--- config.mk ---
export PLATFORM = sky130hd
export DESIGN_NAME = linear_interpolating_resampler_core
export DESIGN_NICKNAME = d
export VERILOG_FILES = /design/src/rtl/lir_pkg.sv /design/src/rtl/lir_ctrl.sv /design/src/rtl/lir_dp.sv /design/src/rtl/linear_interpolating_resampler_core.sv
export SDC_FILE = /design/constraint.sdc
export NUM_CORES = 1
export LEC_CHECK = 0
export ABC_CLOCK_PERIOD_IN_PS = 6500
export BUFFER_PORTS_ARGS = -buffer_cell sky130_fd_sc_hd__buf_4
export CAP_MARGIN = 15
export CORE_MARGIN = 2
export CORE_UTILIZATION = 45
export DETAILED_ROUTE_END_ITERATION = 12
export MAX_ROUTING_LAYER = met4
export PLACE_DENSITY_LB_ADDON = 0.08
export SLEW_MARGIN = 10
export SYNTH_ARGS = -nofsm -noshare
export SYNTH_HDL_FRONTEND = slang
export SYNTH_SLANG_ARGS = --single-unit
--- constraint.sdc ---
create_clock -name i_clk -period 6.5 [get_ports i_clk]
set_clock_uncertainty 0.1 [all_clocks]
set_input_delay 0.65 -clock i_clk [delete_from_list [all_inputs] [get_ports i_clk]]
set_output_delay 0.65 -clock i_clk [all_outputs]
set_load 0.05 [all_outputs]
--- src/rtl/lir_pkg.sv ---
// shared types and constants of the linear interpolating resampler
package lir_pkg;

    localparam int STEP_BITS      = 20;
    localparam int START_BITS     = 16;
    localparam int CFG_DATA_BITS  = 20;
    localparam int CFG_INDEX_BITS = 2;
    localparam int COUNT_BITS     = 7;

    localparam logic [CFG_INDEX_BITS-1:0] CFG_STEP_RATIO  = 2'd0;
    localparam logic [CFG_INDEX_BITS-1:0] CFG_START_PHASE = 2'd1;

    localparam logic [STEP_BITS-1:0]  STEP_RESET  = 20'd65536;
    localparam logic [COUNT_BITS-1:0] MAX_RESULTS = 7'd64;

    typedef enum logic [1:0] {
        S_IDLE,
        S_CHECK,
        S_EMIT
    } t_state;

    // controller to datapath
    typedef struct packed {
        logic load_in;
        logic step;
        logic emit;
        logic finish;
    } t_cmd;

    // datapath to controller
    typedef struct packed {
        logic phase_ge_one;
        logic last;
        logic out_free;
    } t_stat;

endpackage

--- src/rtl/lir_ctrl.sv ---
// run controller of the linear interpolating resampler
module lir_ctrl
    import lir_pkg::*;
(
    input  logic  i_clk,
    input  logic  i_rst_n,
    input  logic  i_in_valid,
    input  t_stat i_stat,
    output logic  o_in_ready,
    output t_cmd  o_cmd
);

    t_state r_state;
    t_state n_state;

    always_ff @(posedge i_clk) begin
        if (!i_rst_n) begin
            r_state <= S_IDLE;
        end else begin
            r_state <= n_state;
        end
    end

    always_comb begin
        n_state    = r_state;
        o_in_ready = 1'b0;
        o_cmd      = '0;
        case (r_state)
            S_IDLE: begin
                o_in_ready = 1'b1;
                if (i_in_valid) begin
                    o_cmd.load_in = 1'b1;
                    n_state       = S_CHECK;
                end
            end
            S_CHECK: begin
                // only the first check of a run can see the phase at or past one
                if (i_stat.phase_ge_one) begin
                    o_cmd.finish = 1'b1;
                    n_state      = S_IDLE;
                end else begin
                    o_cmd.step = 1'b1;
                    n_state    = S_EMIT;
                end
            end
            S_EMIT: begin
                if (i_stat.out_free) begin
                    o_cmd.emit = 1'b1;
                    if (i_stat.last) begin
                        o_cmd.finish = 1'b1;
                        n_state      = S_IDLE;
                    end else begin
                        n_state = S_CHECK;
                    end
                end
            end
            default: begin
                n_state = S_IDLE;
            end
        endcase
    end

endmodule

--- src/rtl/lir_dp.sv ---
// sample, phase and interpolation datapath of the resampler
module lir_dp
    import lir_pkg::*;
#(
    parameter int SAMPLE_BITS = 24,
    parameter int FRAC_BITS   = 16
) (
    input  logic                          i_clk,
    input  logic                          i_rst_n,
    input  t_cmd                          i_cmd,
    output t_stat                         o_stat,
    input  logic signed [SAMPLE_BITS-1:0] i_in_sample,
    input  logic                          i_cfg_we,
    input  logic [CFG_INDEX_BITS-1:0]     i_cfg_index,
    input  logic [CFG_DATA_BITS-1:0]      i_cfg_data,
    output logic                          o_out_valid,
    input  logic                          i_out_ready,
    output logic signed [SAMPLE_BITS-1:0] o_out_sample,
    output logic                          o_last_of_run
);

    localparam int PHASE_BITS = FRAC_BITS + 4;
    localparam int SUM_BITS   = ((PHASE_BITS > STEP_BITS) ? PHASE_BITS : STEP_BITS) + 1;
    localparam int DIFF_BITS  = SAMPLE_BITS + 1;
    localparam int PROD_BITS  = DIFF_BITS + FRAC_BITS + 1;

    localparam logic [PHASE_BITS-1:0] PHASE_ONE  = PHASE_BITS'(1) << FRAC_BITS;
    localparam logic [PHASE_BITS-1:0] PHASE_MAX  = '1;
    localparam logic [PHASE_BITS-1:0] FRAC_MASK  = PHASE_ONE - PHASE_BITS'(1);

    logic signed [SAMPLE_BITS-1:0] r_prev;
    logic signed [SAMPLE_BITS-1:0] r_x;
    logic signed [DIFF_BITS-1:0]   r_diff;
    logic [PHASE_BITS-1:0]         r_phase;
    logic [STEP_BITS-1:0]          r_step;
    logic signed [PROD_BITS-1:0]   r_prod;
    logic                          r_last;
    logic [COUNT_BITS-1:0]         r_cnt;
    logic signed [SAMPLE_BITS-1:0] r_out_sample;
    logic                          r_out_last;
    logic                          r_out_valid;

    logic [SUM_BITS-1:0]           w_sum;
    logic [PHASE_BITS-1:0]         w_phase_next;
    logic [COUNT_BITS-1:0]         w_cnt_inc;
    logic signed [FRAC_BITS:0]     w_frac_s;
    logic signed [PROD_BITS-1:0]   w_shift;
    logic signed [SAMPLE_BITS-1:0] w_y;
    logic [START_BITS-1:0]         w_start;
    logic                          w_phase_ge_one;

    assign w_sum        = SUM_BITS'(r_phase) + SUM_BITS'(r_step);
    // the accumulator saturates instead of wrapping
    assign w_phase_next = (w_sum > SUM_BITS'(PHASE_MAX)) ? PHASE_MAX : PHASE_BITS'(w_sum);
    assign w_cnt_inc    = r_cnt + COUNT_BITS'(1);
    assign w_frac_s     = {1'b0, r_phase[FRAC_BITS-1:0]};
    // arithmetic shift gives the floor toward minus infinity
    assign w_shift      = r_prod >>> FRAC_BITS;
    assign w_y          = w_shift[SAMPLE_BITS-1:0] + r_prev;
    assign w_start      = i_cfg_data[START_BITS-1:0];
    assign w_phase_ge_one = (r_phase >= PHASE_ONE);

    always_ff @(posedge i_clk) begin
        if (!i_rst_n) begin
            r_prev      <= '0;
            r_phase     <= '0;
            r_step      <= STEP_RESET;
            r_cnt       <= '0;
            r_out_valid <= 1'b0;
        end else begin
            if (i_cfg_we && (i_cfg_index == CFG_STEP_RATIO)) begin
                r_step <= i_cfg_data[STEP_BITS-1:0];
            end
            if (i_cfg_we && (i_cfg_index == CFG_START_PHASE)) begin
                r_phase <= PHASE_BITS'(w_start) & FRAC_MASK;
            end
            if (i_cmd.step) begin
                r_phase <= w_phase_next;
                r_cnt   <= w_cnt_inc;
            end
            if (i_cmd.finish) begin
                // a run cut short below one keeps its phase
                if (w_phase_ge_one) begin
                    r_phase <= r_phase - PHASE_ONE;
                end
                r_prev <= r_x;
                r_cnt  <= '0;
            end
            if (i_cmd.emit) begin
                r_out_valid <= 1'b1;
            end else if (i_out_ready) begin
                r_out_valid <= 1'b0;
            end
        end
    end

    always_ff @(posedge i_clk) begin
        if (i_cmd.load_in) begin
            r_x    <= i_in_sample;
            r_diff <= DIFF_BITS'(i_in_sample) - DIFF_BITS'(r_prev);
        end
        if (i_cmd.step) begin
            r_prod <= r_diff * w_frac_s;
            r_last <= (w_phase_next >= PHASE_ONE) || (w_cnt_inc == MAX_RESULTS);
        end
        if (i_cmd.emit) begin
            r_out_sample <= w_y;
            r_out_last   <= r_last;
        end
    end

    assign o_stat.phase_ge_one = w_phase_ge_one;
    assign o_stat.last         = r_last;
    assign o_stat.out_free     = !r_out_valid || i_out_ready;

    assign o_out_valid   = r_out_valid;
    assign o_out_sample  = r_out_sample;
    assign o_last_of_run = r_out_last;

endmodule

--- src/rtl/linear_interpolating_resampler_core.sv ---
// Linear interpolating resampler: each input transaction carries one signed sample and
// causes zero to 64 output transactions, each prev + floor((x - prev) * phase / 2^FRAC_BITS)
// while the Q.FRAC_BITS phase is below one, the phase advancing by step_ratio per output.
// Each output passes through the multiply register and then the output register, and a
// stalled output register holds the run until the output is taken. The next input is taken
// while the final output of a run still waits to be taken. Configuration writes go through
// i_cfg_we, i_cfg_index (0 step_ratio, 1 start_phase, others ignored) and i_cfg_data; the
// user must make them only while idle, which the block itself does not enforce; a
// start_phase write loads the phase accumulator.
module linear_interpolating_resampler_core
    import lir_pkg::*;
#(
    parameter int SAMPLE_BITS = 24,
    parameter int FRAC_BITS   = 16
) (
    input  logic                          i_clk,
    input  logic                          i_rst_n,
    input  logic                          i_in_valid,
    output logic                          o_in_ready,
    input  logic signed [SAMPLE_BITS-1:0] i_in_sample,
    output logic                          o_out_valid,
    input  logic                          i_out_ready,
    output logic signed [SAMPLE_BITS-1:0] o_out_sample,
    output logic                          o_last_of_run,
    input  logic                          i_cfg_we,
    input  logic [CFG_INDEX_BITS-1:0]     i_cfg_index,
    input  logic [CFG_DATA_BITS-1:0]      i_cfg_data
);

    t_cmd  w_cmd;
    t_stat w_stat;

    lir_ctrl u_ctrl (
        .i_clk      (i_clk),
        .i_rst_n    (i_rst_n),
        .i_in_valid (i_in_valid),
        .i_stat     (w_stat),
        .o_in_ready (o_in_ready),
        .o_cmd      (w_cmd)
    );

    lir_dp #(
        .SAMPLE_BITS (SAMPLE_BITS),
        .FRAC_BITS   (FRAC_BITS)
    ) u_dp (
        .i_clk         (i_clk),
        .i_rst_n       (i_rst_n),
        .i_cmd         (w_cmd),
        .o_stat        (w_stat),
        .i_in_sample   (i_in_sample),
        .i_cfg_we      (i_cfg_we),
        .i_cfg_index   (i_cfg_index),
        .i_cfg_data    (i_cfg_data),
        .o_out_valid   (o_out_valid),
        .i_out_ready   (i_out_ready),
        .o_out_sample  (o_out_sample),
        .o_last_of_run (o_last_of_run)
    );

endmodule

==> summary.md, run 1 <==
| Metric | Value |
|---|---|
| Outcome | `complete, no violations` |
| Nets | `3235` |
| Yosys reg bits | `173` |
| Crit path max fanout | `5` |
| Worst min-delay path class | `primary input to flip-flop` |
| Die area | `52700 µm²` |
| Worst Tran Pin Value | `0.923 ns` |
| Syn Nets | `3087` |
| Tot GR Track Use | `24.0%` |
| # clock sinks | `173` |
| TritonRoute pass-1 iters | `5` |
| Fmax | `158 MHz` |
| IO Port Bufs | `77` |
| Rel. slew slack | `38.4%` |
| FFs w/ async S/R, synth | `0%` |
| Core Region | `50200 µm²` |
| Vias per cell | `5.06` |
| # DRC | `0` |
| CP startpoint | `u_dp.r_diff[6]` |
| Post-synth top cells | `inv_1 (513), fa_1 (380), nand2_1 (365)` |
| GRT overflow | `0` |
| Endpoints failing hold | `0` |
| Post-synthesis mux area share | `1.23%` |
| Cells after Synth | `2486` |
| Sequential share of the synthesized area | `19.5%` |
| Cell variety after synth | `66` |
| Tmin final | `6.32 ns` |
| Synth warnings | `0` |
| Compound-Gate Fraction of Synth Area | `7.75%` |
| Starting Density | `45.6%` |
| WP data required | `6.64 ns` |
| Hold Crit Endpoint | `u_dp.r_x[4]` |
| CP Launch Type | `flip-flop` |
| I/O Pins | `78` |
| WHS | `0.248 ns` |
| Iteration-0 DRC count of the detailed router | `877` |
| Clk slew on worst S/H paths | `0.07 ns` |
| Area Overhead vs Synth | `13.7%` |
| Largest family of logic cells by synthesized area | `adder cells` |
| Clock latency on the worst-skew pair | `0.49 ns` |
| Crit. End Element | `flip-flop` |
| Pin count of the biggest net entering global routing | `50` |
| Layout cell share with drive strength beyond 1 | `11.6%` |
| CTS tree | `built` |
| Post-synthesis simple-gate area fraction | `15.5%` |
| Pre-CTS setup slack | `-0.157 ns` |
| Reg2Reg Setup Slack | `0.18 ns` |
| Fin crit share | `97.3%` |
| Adder-Cell Fraction of Synth Area | `42.5%` |
| Synth area leader | `fa_1` |
| Avg WL per Cell | `17.3 µm` |
| # setup viols final | `0` |
| RSZ-0062 raised after global routing | `true` |
| Number of synthesized flops with an enable pin | `99` |
| Worst r2r path cells | `23` |
| Synth top area share | `33.2%` |
| Routability cong. | `0.880` |
| Reg2reg end | `u_dp.r_prod[30]` |
| Vias | `16800` |
| H-tree levels | `4` |
| Critical path class | `flip-flop to flip-flop` |
| First-pass GRT wire length | `95.2 mm` |
| Max Root-Sink Buffers | `2` |
| DRT Wirelength | `57.4 mm` |
| Fill cell count | `4765` |
| Rows | `82` |
| Top cells by area, synth | `fa_1 (33%), edfxtp_1 (13%), ha_1 (9.3%)` |
| Ant diodes | `0` |
| Via count of the first global-routing pass | `18200` |
| Cts hold-fix bufs | `0` |
| Antenna violations before repair | `0` |
| Mapped cell area | `22900 µm²` |
| Final Slew Violations | `0` |
| Reg-to-Reg Start | `u_dp.r_diff[6]` |
| Detailed placement HPWL | `45.0 mm` |
| Antenna viol nets, final | `0` |
| Hold path startpoint | `i_in_sample[4]` |
| Root buf cell | `clkbuf_16` |
| Most numerous cell in the Yosys netlist | `inv_1` |
| Crit path DAT | `6.46 ns` |
| Ys flop type | `edfxtp_1` |
| Final worst slack | `0.179 ns` |
| Die Wd | `230 µm` |
| Post-Synth XOR/XNOR Area | `3.48%` |
| Die Span Y | `230 µm` |
| CTS buffer count | `17` |
| Syn_area_per_cell | `9.21 µm²` |
| Maxcap violations | `0` |
| Hold Path Depth | `1` |
[registers in the layout, summed over array words and instances, names as in the netlist, 2 cells and up]
name and flops:
u_dp.o_out_sample 24, u_dp.r_diff 25, u_ctrl.r_state 2, u_dp.r_phase 20, u_dp.r_prod 24, u_dp.r_prev 24, u_dp.r_x 24, u_dp.r_cnt 7
u_dp.r_step 20
[routing by layer]
metal	vias up	GRT usage [%]	share of wire (%)
met4	0	8.89	3.1
met1	8415	28.2	42
met2	300	41.8	52
li1	7978	-	-
met5	-	-	0
met3	101	3.15	3.3
[cell type report]
class / count / area [µm²] / area share (%)
Clock inverter: 8 / 68.8 / 0.264
Tap cell: 672 / 841 / 3.23
Sequential cell: 173 / 4460 / 17.1
Inverter: 516 / 1940 / 7.44
Clock buffer: 24 / 508 / 1.95
Timing Repair Buffer: 228 / 1970 / 7.57
Multi-Input combinational cell: 1698 / 16200 / 62.4
[critical path: stages, from the launching register on]
cell,delay [ns]
edfxtp_1,0.53
buf_4,0.19
and2_1,0.16
fa_1,0.47
inv_1,0.05
fa_2,0.53
fa_1,0.41
inv_1,0.10
fa_2,0.43
fa_1,0.49
inv_1,0.05
fa_1,0.47
inv_1,0.04
ha_1,0.28
nand2_2,0.08
a21oi_1,0.05
a221oi_2,0.28
buf_4,0.20
a31oi_2,0.12
or2_4,0.29
a221oi_4,0.31
o21ai_2,0.09
nor2b_1,0.14
o31a_1,0.23
[how the worst max path moves through the flow]
stage / to / slack [ns]
after floorplan: u_dp.r_prod[30] / 0.06
after global placement: u_dp.r_prod[38] / -0.1
after detailed placement: u_dp.r_prod[38] / -0.16
after CTS: u_dp.r_prod[30] / 0.008
after global routing: u_dp.r_prod[30] / -0.03
final: u_dp.r_prod[30] / 0.18
[through the flow]
step | cell area [µm²] | setup TNS (ns) | util, % | std cells
after global placement | 25100 | -0.157 | 50.0 | 3258
after detailed placement | 25100 | -0.278 | 50.0 | 3259
final | 26000 | 0 | 51.9 | 3319
after floorplan | 22900 | 0 | - | 2486
after CTS | 25700 | 0 | 51.3 | 3298
after global routing | 26000 | -0.0589 | 51.9 | 3319
[repair_timing]
| action | 4_1_cts | 5_1_grt |
|---|---|---|
| gates cloned | 0 | 2 |
| setup buffers | 7 | 19 |
| gates resized for setup | 2 | 35 |
| pin swaps | 0 | 12 |
| setup endpoints to repair | 7 | 17 |
| endpoints found under the hold margin | 0 | 0 |
[logic make-up (layout without fill, tap and decap cells)]
family          after synthesis  in the layout
compound gates              268            268
simple gates                761            761
mux                          28             28
buf+inv                     615            776
flops                       173            173
xor+xnor                     91             91
fa+ha+maj                   550            550
[cells in the final DEF, fill, tap and decap left out, drive strengths merged, types with 3 or more instances in the layout]
cell,instances
o211ai,3
o31a,4
nor2b,12
clkbuf,25
edfxtp,99
nor3,27
or3,8
o21a,19
inv,522
a21o,26
nand3,37
nand2,365
o31ai,8
o21ai,48
nand2b,11
nor4,4
a31oi,8
nand4,8
a32o,14
a311oi,3
o311ai,4
a21boi,5
a211oi,9
or2,7
a21oi,92
and2,163
and3,11
o21bai,9
fa,380
mux2i,27
xnor2,60
xor2,31
nor2,99
ha,170
buf,227
dfxtp,74
Power of run 1 is not shown: default switching activity piles up to over one toggle a cycle in this logic, so the estimate is an artifact.
==> run 2: changes to the inputs <==
--- a/config.mk
+++ b/config.mk
@@ -5,11 +5,13 @@
 export SDC_FILE = /design/constraint.sdc
 export NUM_CORES = 1
 export LEC_CHECK = 0
+export ABC_AREA = 1
 export ABC_CLOCK_PERIOD_IN_PS = 6500
 export BUFFER_PORTS_ARGS = -buffer_cell sky130_fd_sc_hd__buf_4
 export CAP_MARGIN = 15
 export CORE_MARGIN = 2
 export CORE_UTILIZATION = 45
+export CTS_CLUSTER_SIZE = 12
 export DETAILED_ROUTE_END_ITERATION = 12
 export MAX_ROUTING_LAYER = met4
 export PLACE_DENSITY_LB_ADDON = 0.08
==> summary.md, run 2 <==
| Metric | Value |
|---|---|
| Ys flop type | `edfxtp_1` |
| H-tree levels | `4 (unchanged)` |
| Syn_area_per_cell | `7.62 µm² (-17%)` |
| Fmax | `160 MHz (+1.2%)` |
| Iteration-0 DRC count of the detailed router | `1049 (+20%)` |
| Clk slew on worst S/H paths | `0.09 ns (+0.02 ns)` |
| Final worst slack | `0.255 ns (+0.0763 ns)` |
| Die area | `58100 µm² (+10%)` |
| GRT overflow | `0 (unchanged)` |
| Antenna violations before repair | `1 (+1)` |
| Starting Density | `45.7% (+0.095 points)` |
| Clock latency on the worst-skew pair | `0.49 ns (about the same)` |
| Synth warnings | `0 (unchanged)` |
| Mapped cell area | `25300 µm² (+10%)` |
| IO Port Bufs | `77 (unchanged)` |
| Crit path max fanout | `11 (+6)` |
| # clock sinks | `173 (unchanged)` |
| Tmin final | `6.25 ns (-0.0763 ns)` |
| Crit-path cells | `buf_4 > nand2_1 > fa_1 > inv_1 > fa_1 > fa_1 > fa_1 > fa_1 > inv_1 > fa_1 > inv_1 > ha_1 > nand2_1 > nor2_1 > inv_1 > nor2_1 > and3_1 > a21oi_1 > xnor2_1 > buf_4` |
| Most common library cell in the layout ignoring fill and taps | `nand2_1` |
| Vias | `21000 (+25%)` |
| Largest Register | `u_dp.r_diff` |
| Synth area leader | `fa_1` |
| Max Root-Sink Buffers | `2 (unchanged)` |
| Met1 Resource Use GR | `34.9% (+6.7 points)` |
| Fill cell count | `5577 (+17%)` |
| Antenna viol nets, final | `0 (unchanged)` |
| DRT Wirelength | `72.7 mm (+27%)` |
| I/O Pins | `78 (unchanged)` |
| Worst path max stage delay | `0.71 ns (+0.18 ns)` |
| Post-synth top cells | `nand2_1 (854), inv_1 (832), fa_1 (380)` |
| # DRC | `0 (unchanged)` |
| Layout cell share with drive strength beyond 1 | `6.64% (-4.9 points)` |
| Maxcap violations | `0 (unchanged)` |
| Sequential share of the synthesized area | `17.6% (-1.8 points)` |
| Tot GR Track Use | `26.9% (+3.0 points)` |
| TritonRoute pass-1 iters | `7 (+2)` |
| Slowest library cell on the worst path | `edfxtp_1` |
| GR met2 Demand/Resource | `45.2% (+3.4 points)` |
| Commonest non-fill, non-tap cells in the layout | `nand2_1 (854), inv_1 (831), fa_1 (378), nor2_1 (178), ha_1 (170)` |
| # setup viols final | `0 (unchanged)` |
| Cell variety after synth | `41 (-38%)` |
| Routability cong. | `0.950 (+8.0%)` |
| Top cell by count, worst path | `fa_1` |
| WP data required | `6.64 ns (about the same)` |
| Rows | `86 (+4.9%)` |
| Most numerous cell in the Yosys netlist | `nand2_1` |
| Avg WL per Cell | `17.5 µm (+1.2%)` |
| Critical path buffers and inverters | `6 (unchanged)` |
| Final Slew Violations | `0 (unchanged)` |
| Pre-CTS setup slack | `0.112 ns (+0.270 ns)` |
| Area Overhead vs Synth | `10.2%` |
| Critical path class | `flip-flop to flip-flop` |
| Via count of the first global-routing pass | `21800 (+19%)` |
| Core Region | `55300 µm² (+10%)` |
| Root buf cell | `clkbuf_16` |
| First-pass GRT wire length | `117 mm (+23%)` |
| Syn Nets | `3919 (+27%)` |
| Vias per cell | `5.05 (-0.24%)` |
| Nets | `3992 (+23%)` |
| Synth top area share | `30.1% (-3.1 points)` |
| FFs w/ async S/R, synth | `0% (unchanged)` |
| Cells after Synth | `3318 (+33%)` |
| Die Wd | `241 µm (+5.0%)` |
| Met3 Track Usage GR | `2.14% (-1.0 points)` |
| Worst Tran Pin Value | `1.08 ns (+0.162 ns)` |
| Yosys reg bits | `173 (unchanged)` |
| Die Span Y | `241 µm (+5.0%)` |
| Top cells by area, synth | `fa_1 (30%), nand2_1 (13%), inv_1 (12%)` |
| CP Launch Type | `flip-flop` |
| Crit. End Element | `flip-flop` |
| Rel. slew slack | `27.6% (-11 points)` |
| CTS buffer count | `17 (unchanged)` |
| Pin count of the biggest net entering global routing | `66 (+32%)` |
| Fin crit share | `96.1% (-1.2 points)` |
| Crit path DAT | `6.38 ns (-0.08 ns)` |
| Reg2Reg Setup Slack | `0.25 ns (+0.08 ns)` |
| Ant diodes | `0 (unchanged)` |
| Worst min-delay path class | `primary input to flip-flop` |
| Endpoints failing hold | `0 (unchanged)` |
| CTS tree | `built` |
| Outcome | `complete, no violations` |
| Max reg flops | `25 (unchanged)` |
| Family with the most delay on the worst path | `adder cells` |
| Busiest layer in global routing | `met2` |
| Detailed placement HPWL | `61.0 mm (+36%)` |
| Number of synthesized flops with an enable pin | `99 (unchanged)` |
-- run 2: area by class of cell --
class / count / area [µm²] / area share (%)
inverters: 835 / 3130 / 11.3
flip-flops and latches: 173 / 4450 / 16.0
repair buffers: 176 / 1550 / 5.55
clock inverters: 15 / 189 / 0.678
clock buffers: 17 / 425 / 1.53
well taps: 748 / 936 / 3.36
multi-input cells: 2188 / 17200 / 61.6
-- run 2: metrics by stage --
stage                     hold slack, ns  setup TNS, ns  std cells  area, µm²  util [%]
after floorplan                    0.335              0       3318      25300         -
after global placement             0.348              0       4102      27000      48.9
after detailed placement           0.368              0       4102      27000      48.9
after CTS                          0.250              0       4134      27600      50.0
after global routing               0.252        -0.0125       4152      27900      50.4
final                              0.267              0       4152      27900      50.4
-- run 2: path summary, 6_finish.rpt --
path,depth (start not counted),from,endpoint
max,20,u_dp.r_diff[12],u_dp.r_prod[23]
max reg2reg,20,u_dp.r_diff[12],u_dp.r_prod[23]
min,1,i_in_sample[20],u_dp.r_x[20]
min reg2reg,2,u_dp.r_cnt[5],u_dp.r_cnt[5]
-- run 2: per-layer routing --
layer | vias to the layer above | part of all wire [%] | routed length, µm
met2 | 503 | 48 | 35100
met4 | 0 | 3.0 | 2170
met1 | 10300 | 45 | 32600
met3 | 101 | 3.9 | 2850
met5 | - | 0 | 0
li1 | 10100 | - | -
-- run 2: cell families after synthesis --
group,after synthesis,share of synthesized area [%]
AOI/OAI and AO/OA,353,7.52
DFF,173,17.6
xor gates and xnor gates,81,2.81
buffers and inverters,957,14.5
and+or+nand+nor,1204,19.0
adders and majority gates,550,38.5
-- run 2: repair_timing --
item                       CTS  global route
setup endpoints to repair    0            15
buffers inserted             0            18
resized for setup            0             4
hold buffers                 0             0
Power of run 2 is left out for the same reason.
